File: src/hw/rtl/mfmtip_pkg.sv
// Package: constants, phase codes and lead-in helper for the MFM track image parser.
`timescale 1ns / 1ps

package mfmtip_pkg;

    localparam int OUT_BYTES = 5120;
    localparam int OFF_W     = 13;
    localparam int CNT_W     = $clog2(OUT_BYTES + 1);
    localparam int REM_W     = 11;
    localparam int PH_W      = 4;

    localparam logic [7:0] BYTE_GAP     = 8'h4e;
    localparam logic [7:0] BYTE_SYNC    = 8'h00;
    localparam logic [7:0] BYTE_A1      = 8'ha1;
    localparam logic [7:0] BYTE_ID_AM   = 8'hfe;
    localparam logic [7:0] BYTE_DATA_AM = 8'hfb;

    localparam logic [7:0] SIZE_256  = 8'd1;
    localparam logic [7:0] SIZE_512  = 8'd2;
    localparam logic [7:0] SIZE_1024 = 8'd3;

    localparam logic [REM_W-1:0] LEN_256  = REM_W'(256);
    localparam logic [REM_W-1:0] LEN_512  = REM_W'(512);
    localparam logic [REM_W-1:0] LEN_1024 = REM_W'(1024);

    localparam logic [PH_W-1:0] PH_GAP_ID    = 4'd0;
    localparam logic [PH_W-1:0] PH_SYNC_ID   = 4'd1;
    localparam logic [PH_W-1:0] PH_MARK_ID   = 4'd2;
    localparam logic [PH_W-1:0] PH_HEADER    = 4'd3;
    localparam logic [PH_W-1:0] PH_HCRC      = 4'd4;
    localparam logic [PH_W-1:0] PH_GAP_DATA  = 4'd5;
    localparam logic [PH_W-1:0] PH_SYNC_DATA = 4'd6;
    localparam logic [PH_W-1:0] PH_MARK_DATA = 4'd7;
    localparam logic [PH_W-1:0] PH_PAYLOAD   = 4'd8;
    localparam logic [PH_W-1:0] PH_DCRC      = 4'd9;

    typedef struct packed {
        logic            hit;
        logic            err;
        logic [PH_W-1:0] phase;
        logic [1:0]      sync;
    } t_lead;

    // Gap / sync / A1 run ahead of an address mark; base is the gap phase of the field.
    function automatic t_lead f_lead(input logic [PH_W-1:0] phase,
                                     input logic [PH_W-1:0] base,
                                     input logic [1:0]      sync,
                                     input logic [7:0]      b,
                                     input logic [7:0]      mark);
        t_lead           res;
        logic [PH_W-1:0] rel;
        res.hit   = 1'b0;
        res.err   = 1'b0;
        res.phase = phase;
        res.sync  = sync;
        rel       = phase - base;
        if (b == mark) begin
            res.hit = 1'b1;
        end else if (b == BYTE_A1) begin
            if (rel < PH_W'(2)) begin
                res.sync  = 2'd1;
                res.phase = base + PH_W'(2);
            end else if (sync != 2'd3) begin
                res.sync = sync + 2'd1;
            end else begin
                res.err = 1'b1;
            end
        end else if (b == BYTE_SYNC) begin
            if (rel <= PH_W'(1)) begin
                res.phase = base + PH_W'(1);
            end else begin
                res.err = 1'b1;
            end
        end else if (b == BYTE_GAP) begin
            if (rel != '0) begin
                res.err = 1'b1;
            end
        end else begin
            res.err = 1'b1;
        end
        return res;
    endfunction

endpackage

File: src/hw/rtl/mfm_track_image_parser_unit.sv
// MFM track image parser: extracts sector payload bytes from a raw track byte stream.
`timescale 1ns / 1ps

// Takes one raw track byte per transfer and walks the IBM System/34 sector grammar
// (gap, sync, A1 run, ID mark, four header bytes, header CRC, gap, sync, A1 run,
// data mark, payload, data CRC). Each payload byte leaves as one transfer with its
// running offset in the decoded track; the byte flagged tlast always gives a
// transfer with tlast set and the track status in tuser. Bytes that are neither
// payload nor track end give no transfer. CRCs are skipped, not checked. After a
// format error the rest of the track is ignored and the end status reads 1.
// Throughput is one byte per clock while i_m_tready does not stall the output: an input
// register, combinational phase logic and an output register lie between input and output.
module mfm_track_image_parser_unit (
    input  logic        i_clk,
    input  logic        i_rst_n,
    input  logic        i_s_tvalid,
    output logic        o_s_tready,
    input  logic [7:0]  i_s_tdata,   // [7:0] raw_byte
    input  logic        i_s_tlast,   // end_of_track
    output logic        o_m_tvalid,
    input  logic        i_m_tready,
    output logic [23:0] o_m_tdata,   // [7:0] data_byte, [20:8] byte_offset, [23:21] zero
    output logic [1:0]  o_m_tuser,   // [0] data_valid, [1] parse_status
    output logic        o_m_tlast    // track_done
);
    import mfmtip_pkg::*;

    logic             r_in_valid;
    logic [7:0]       r_in_byte;
    logic             r_in_last;

    logic [PH_W-1:0]  r_phase, n_phase;
    logic [1:0]       r_sync, n_sync;
    logic [2:0]       r_fcnt, n_fcnt;
    logic [REM_W-1:0] r_rem, n_rem;
    logic [CNT_W-1:0] r_off, n_off;
    logic             r_err, n_err;

    logic             r_o_valid;
    logic [7:0]       r_o_byte;
    logic [OFF_W-1:0] r_o_off;
    logic             r_o_dv;
    logic             r_o_last;
    logic             r_o_status;

    logic             out_ready;
    logic             p_adv;
    logic             emit;
    logic             good_end;
    logic [REM_W-1:0] rem_dec;
    t_lead            lead_id, lead_data;

    assign out_ready  = !r_o_valid || i_m_tready;
    assign p_adv      = r_in_valid && out_ready;
    assign o_s_tready = !r_in_valid || out_ready;

    assign lead_id   = f_lead(r_phase, PH_GAP_ID, r_sync, r_in_byte, BYTE_ID_AM);
    assign lead_data = f_lead(r_phase, PH_GAP_DATA, r_sync, r_in_byte, BYTE_DATA_AM);
    assign rem_dec   = (r_rem != '0) ? r_rem - REM_W'(1) : r_rem;

    always_comb begin
        n_phase  = r_phase;
        n_sync   = r_sync;
        n_fcnt   = r_fcnt;
        n_rem    = r_rem;
        n_off    = r_off;
        n_err    = r_err;
        emit     = 1'b0;
        good_end = !r_err && (r_phase == PH_DCRC ||
                              (r_phase == PH_GAP_ID && r_in_byte == BYTE_GAP));
        if (!r_err) begin
            unique case (r_phase)
                PH_GAP_ID, PH_SYNC_ID, PH_MARK_ID: begin
                    n_phase = lead_id.phase;
                    n_sync  = lead_id.sync;
                    n_err   = lead_id.err;
                    if (lead_id.hit) begin
                        n_phase = PH_HEADER;
                        n_fcnt  = '0;
                    end
                end
                PH_HEADER: begin
                    if (r_fcnt < 3'd3) begin
                        n_fcnt = r_fcnt + 3'd1;
                    end else begin
                        priority if (r_in_byte == SIZE_256) begin
                            n_rem = LEN_256;
                        end else if (r_in_byte == SIZE_512) begin
                            n_rem = LEN_512;
                        end else if (r_in_byte == SIZE_1024) begin
                            n_rem = LEN_1024;
                        end else begin
                            n_err = 1'b1;
                        end
                        n_phase = PH_HCRC;
                        n_fcnt  = '0;
                    end
                end
                PH_HCRC: begin
                    if (r_fcnt == '0) begin
                        n_fcnt = 3'd1;
                    end else begin
                        n_fcnt  = '0;
                        n_phase = PH_GAP_DATA;
                    end
                end
                PH_GAP_DATA, PH_SYNC_DATA, PH_MARK_DATA: begin
                    n_phase = lead_data.phase;
                    n_sync  = lead_data.sync;
                    n_err   = lead_data.err;
                    if (lead_data.hit) begin
                        n_phase = PH_PAYLOAD;
                    end
                end
                PH_PAYLOAD: begin
                    if (r_off >= CNT_W'(OUT_BYTES)) begin
                        n_err = 1'b1;
                    end else begin
                        emit  = 1'b1;
                        n_off = r_off + CNT_W'(1);
                        n_rem = rem_dec;
                        if (rem_dec == '0) begin
                            n_phase = PH_DCRC;
                            n_fcnt  = '0;
                        end
                    end
                end
                PH_DCRC: begin
                    if (r_fcnt == '0) begin
                        n_fcnt = 3'd1;
                    end else begin
                        n_fcnt  = '0;
                        n_phase = PH_GAP_ID;
                        n_sync  = '0;
                    end
                end
                default: begin
                    n_err = 1'b1;
                end
            endcase
        end
    end

    always_ff @(posedge i_clk) begin
        if (!i_rst_n) begin
            r_in_valid <= 1'b0;
        end else if (o_s_tready) begin
            r_in_valid <= i_s_tvalid;
        end
        if (o_s_tready && i_s_tvalid) begin
            r_in_byte <= i_s_tdata;
            r_in_last <= i_s_tlast;
        end
    end

    always_ff @(posedge i_clk) begin
        if (!i_rst_n) begin
            r_phase <= PH_GAP_ID;
            r_sync  <= '0;
            r_fcnt  <= '0;
            r_rem   <= '0;
            r_off   <= '0;
            r_err   <= 1'b0;
        end else if (p_adv) begin
            if (r_in_last) begin
                r_phase <= PH_GAP_ID;
                r_sync  <= '0;
                r_fcnt  <= '0;
                r_rem   <= '0;
                r_off   <= '0;
                r_err   <= 1'b0;
            end else begin
                r_phase <= n_phase;
                r_sync  <= n_sync;
                r_fcnt  <= n_fcnt;
                r_rem   <= n_rem;
                r_off   <= n_off;
                r_err   <= n_err;
            end
        end
    end

    always_ff @(posedge i_clk) begin
        if (!i_rst_n) begin
            r_o_valid <= 1'b0;
        end else if (out_ready) begin
            r_o_valid <= p_adv && (emit || r_in_last);
        end
        if (p_adv) begin
            r_o_byte   <= emit ? r_in_byte : 8'd0;
            r_o_off    <= emit ? r_off[OFF_W-1:0] : '0;
            r_o_dv     <= emit;
            r_o_last   <= r_in_last;
            r_o_status <= r_in_last && !good_end;
        end
    end

    assign o_m_tvalid = r_o_valid;
    assign o_m_tdata  = {3'd0, r_o_off, r_o_byte};
    assign o_m_tuser  = {r_o_status, r_o_dv};
    assign o_m_tlast  = r_o_last;

`ifndef SYNTHESIS
    a_off_range: assert property (@(posedge i_clk) disable iff (!i_rst_n)
        (o_m_tvalid && o_m_tuser[0]) |-> (o_m_tdata[20:8] < OFF_W'(OUT_BYTES)))
        else $error("payload offset beyond output capacity");

    a_track_clear: assert property (@(posedge i_clk) disable iff (!i_rst_n)
        (p_adv && r_in_last) |=> (r_phase == PH_GAP_ID && r_off == '0 && !r_err))
        else $error("parser state not cleared after track end");

    a_err_sticky: assert property (@(posedge i_clk) disable iff (!i_rst_n)
        (r_err && !(p_adv && r_in_last)) |=> r_err)
        else $error("error flag dropped before track end");

    a_payload_len: assert property (@(posedge i_clk) disable iff (!i_rst_n)
        (r_phase == PH_PAYLOAD) |-> (r_rem != '0))
        else $error("payload phase with no bytes remaining");

    a_mark_sync: assert property (@(posedge i_clk) disable iff (!i_rst_n)
        (r_phase == PH_MARK_ID || r_phase == PH_MARK_DATA) |-> (r_sync != '0))
        else $error("mark phase without A1 count");
`endif

endmodule
File: config.mk
export PLATFORM = sky130hd
export DESIGN_NAME = mfm_track_image_parser_unit
export DESIGN_NICKNAME = d
export VERILOG_FILES = /design/src/hw/rtl/mfmtip_pkg.sv /design/src/hw/rtl/mfm_track_image_parser_unit.sv
export SDC_FILE = /design/constraint.sdc
export NUM_CORES = 1
export LEC_CHECK = 0
export ABC_CLOCK_PERIOD_IN_PS = 2650
export CAP_MARGIN = 0
export CORE_MARGIN = 3
export CORE_UTILIZATION = 40
export DETAILED_ROUTE_END_ITERATION = 10
export DONT_BUFFER_PORTS = 1
export GPL_TIMING_DRIVEN = 1
export PLACE_DENSITY = 0.63
export SLEW_MARGIN = 20
export SYNTH_ARGS = -nofsm -noshare
export SYNTH_HDL_FRONTEND = slang
export SYNTH_SLANG_ARGS = --single-unit
File: constraint.sdc
create_clock -name i_clk -period 2.65 [get_ports i_clk]
set_input_delay 0.265 -clock i_clk [delete_from_list [all_inputs] [get_ports i_clk]]
set_output_delay 0.265 -clock i_clk [all_outputs]
set_load 0.05 [all_outputs]
==> results.yml <==
floorplanning:
  num_rows: 35
  start_util: 0.413
  die_y_um: 104
  core-area_mm2: 0.00928
  die_area_mm2: 0.0108
  dieWidth_um: 104
  num_io_pins: 42
global_routing:
  grt_start_max_net_pins: 18
  grt_pass1_wl_mm: 15.2
  grtUsageTotal: 0.171
  grt_pass1_vias: 3038
  antenna_found_initial: 0
  grt_remaining_overflow: 0
worst_setup_path:
  critPathArrivalTime_ps: 2780
  reg2reg_depth: 6
  critPathMaxStageDelay_ps: 620
  path_cells: "or4_1 -> o21a_1 -> o311ai_0 -> a31oi_1 -> a211oi_4 -> mux2i_1"
  endpoint_kind: "register"
  r2r_start: "r_in_byte[3]"
  path_max_fanout: 6
  worst-path-buf-inv: 0
  r2r-end: "r_phase[0]"
  rrSetupSlack_ps: 150
  crit_path_top_delay_cell: "or4_1"
  criticalPathCategory: "register to register"
  crit_family: "compound AO/OA/AOI/OAI gates"
  required_ps: 2920
  start_kind: "register"
cells_and_area:
  n_fill_cell: 916
  ff_latch_area_mm2: 0.00171
  multiInputGateArea_mm2: 0.00199
  area_growth_pct: 13.6
  final_common_cell: "nor2_1"
  final_cell_mix: "46 x nor2_1, 36 x dfxtp_1, 33 x edfxtp_1, 32 x nand2_1"
  diodes: 0
  nets: 457
  drive_gt1_frac: 0.105
yosys:
  ys_types: 67
  syn_inst: 417
  ys_ff_latch: 69
  synth.top_cell.area_share: 0.258
  yosys.area.top_type: "edfxtp_1"
  ys.flop_type: "dfxtp_1"
  synth_area_mm2: 0.00384
  ys_warn_count: 0
  synth_edf_count: 33
  ys_seq_area_frac: 0.446
  synth.area.top_cells: "edfxtp_1 26%, dfxtp_1 19%, nor2_1 4.5%"
  async_reset_ff_frac: 0
  syn_avg_cell_area_um2: 9.21
hold_path:
  hold_depth: 2
  min_to: "r_in_valid"
  min-delay-path-class: "primary input to register"
  hp-start: "i_s_tvalid"
sta:
  period_needed_ps: 2500
  layout_setup_ws_ps: 146
  relSlewSlack: 0.593
  slew_viol_final: 0
  fin_setup_tns_ps: 0
  setup_viol: 0
  period_share: 0.945
  finalHoldViolCount: 0
  tightest_slew_ps: 605
  max_freq_ghz: 0.399
  rsz0062_at_grt: "false"
  skew_ps: 6.13
route:
  drt-initial-drc-count: 305
  drc: 0
  vias: 3197
  wl_per_cell_um: 15.8
  antenna_left: 0
  drtPass1Iterations: 5
  wl_mm: 8.95
  viasPerCell: 5.63
clock_tree:
  clk_pin_slew_ps: 70
  htreeDepth: 3
  cts_made_buffers: 9
  cts.sinks: 69
  clk_latency_ps: 350
  cts_tree: "yes"
  cts_buffer_depth: 2
  cts_root_buffer: "clkbuf_8"
pwr:
  p_per_area_mw_per_mm2: 546
  peakVddDrop_mv: 0.213
  p_leak_nw: 1.46
  total_power_mw: 2.38
placement:
  io_buffers: 0
  hpwl_mm: 6.50
  gp_congestion: 0.918
  pre_cts_ws_ps: 196
status:
  outcome: "completed"
job:
  maxCapViolCount: 0
## worst register-to-register path: cells and delay by family (launching register included)
| kind | cells | cell delay, ps |
|---|---|---|
| AOI/OAI and AO/OA | 4 | 1110 |
| DFF | 1 | 470 |
| muxes | 1 | 240 |
| and+or+nand+nor | 1 | 620 |
## routing by layer
metal,vias to the layer above,global-route usage,part of all wire
met4,0,0.0446,0.016
met5,-,0,0
met3,14,0.0466,0.057
li1,1554,-,-
met1,1503,0.243,0.48
met2,126,0.258,0.45
## synth_stat cells, types with 2 or more instances
cell,n
inv_1,13
nand3_1,12
mux2i_1,9
nand3b_1,3
and3_1,5
edfxtp_1,33
a211oi_1,2
nand2b_1,6
and3b_1,2
a21boi_0,4
buf_4,5
o311ai_0,2
clkbuf_1,12
xnor2_1,5
ha_1,10
a31oi_1,5
nand4b_1,3
nor2b_1,7
o21ai_0,26
o22ai_1,2
nand2_1,32
or3_1,5
o2111ai_1,3
and2_1,22
dfxtp_1,36
a21oi_1,26
buf_2,2
o211ai_1,3
nor2_1,46
o32ai_1,2
nor4_1,7
nor3_1,16
or4_1,4
o21a_1,6
nand4_1,3
xor2_1,4
nor3b_1,4
## logic make-up after synthesis
logic type	share of synthesized area
multiplexers	0.0235
adder cells (fa/ha/maj)	0.0326
AO/OA/AOI/OAI	0.175
XOR/XNOR	0.0205
flip-flops	0.446
AND/OR/NAND/NOR	0.260
other	0.000977
buffers and inverters	0.0411
## power breakdown
part	internal, mW	switching, mW
sequential	1.15	0.0894
combinational	0.0477	0.0790
clock	0.592	0.424
## timing repair
item / 4_1_cts / 5_1_grt
gates resized for setup: 0 / 2
endpoints found under the setup margin: 0 / 7
setup buffers: 0 / 0
hold endpoints to repair: 9 / 0
hold buffers: 9 / 0
## state kept, by name, summed over array words and instances, names as in the netlist
signal and count:
r_phase 4, r_o_status 1, r_fcnt 3, r_o_dv 1, r_rem 11, r_err 1, r_sync 2, r_in_last 1
r_off 13, o_m_tlast 1, r_in_valid 1, o_m_tvalid 1, r_o_byte 8, r_o_off 13, r_in_byte 8
## worst max-delay path by stage
stage                       startpoint  cells past startpoint    endpoint  slack, ps
final                     r_in_byte[3]                      6  r_phase[0]        150
after global placement        r_rem[0]                      8  r_phase[1]        300
after CTS                   r_phase[1]                      8  r_phase[0]        170
after detailed placement    r_phase[1]                      8  r_phase[0]        200
after floorplan             o_m_tvalid                      6    r_off[7]        360
after global routing          r_rem[0]                      8   r_fcnt[0]          3
## through the flow
stage | hold slack, ps | instance area, µm² | utilization | std cells
2_1_floorplan | 364 | 3850 | - | 419
3_3_place_gp | 364 | 4020 | 0.433 | 543
3_5_place_dp | 364 | 4020 | 0.433 | 543
4_1_cts | 21.8 | 4350 | 0.469 | 568
5_1_grt | 41.7 | 4360 | 0.470 | 568
6_report | 36.1 | 4360 | 0.470 | 568
## layout make-up
class                           instances  area share
Timing Repair Buffer                   25      0.0482
Tap cell                              129      0.0370
Sequential cell                        69       0.393
Multi-Input combinational cell        316       0.456
Clock buffer                           10      0.0341
Inverter                               13      0.0112
Clock inverter                          6      0.0207
No activity file was read; power rests on OpenSTA's default activity.
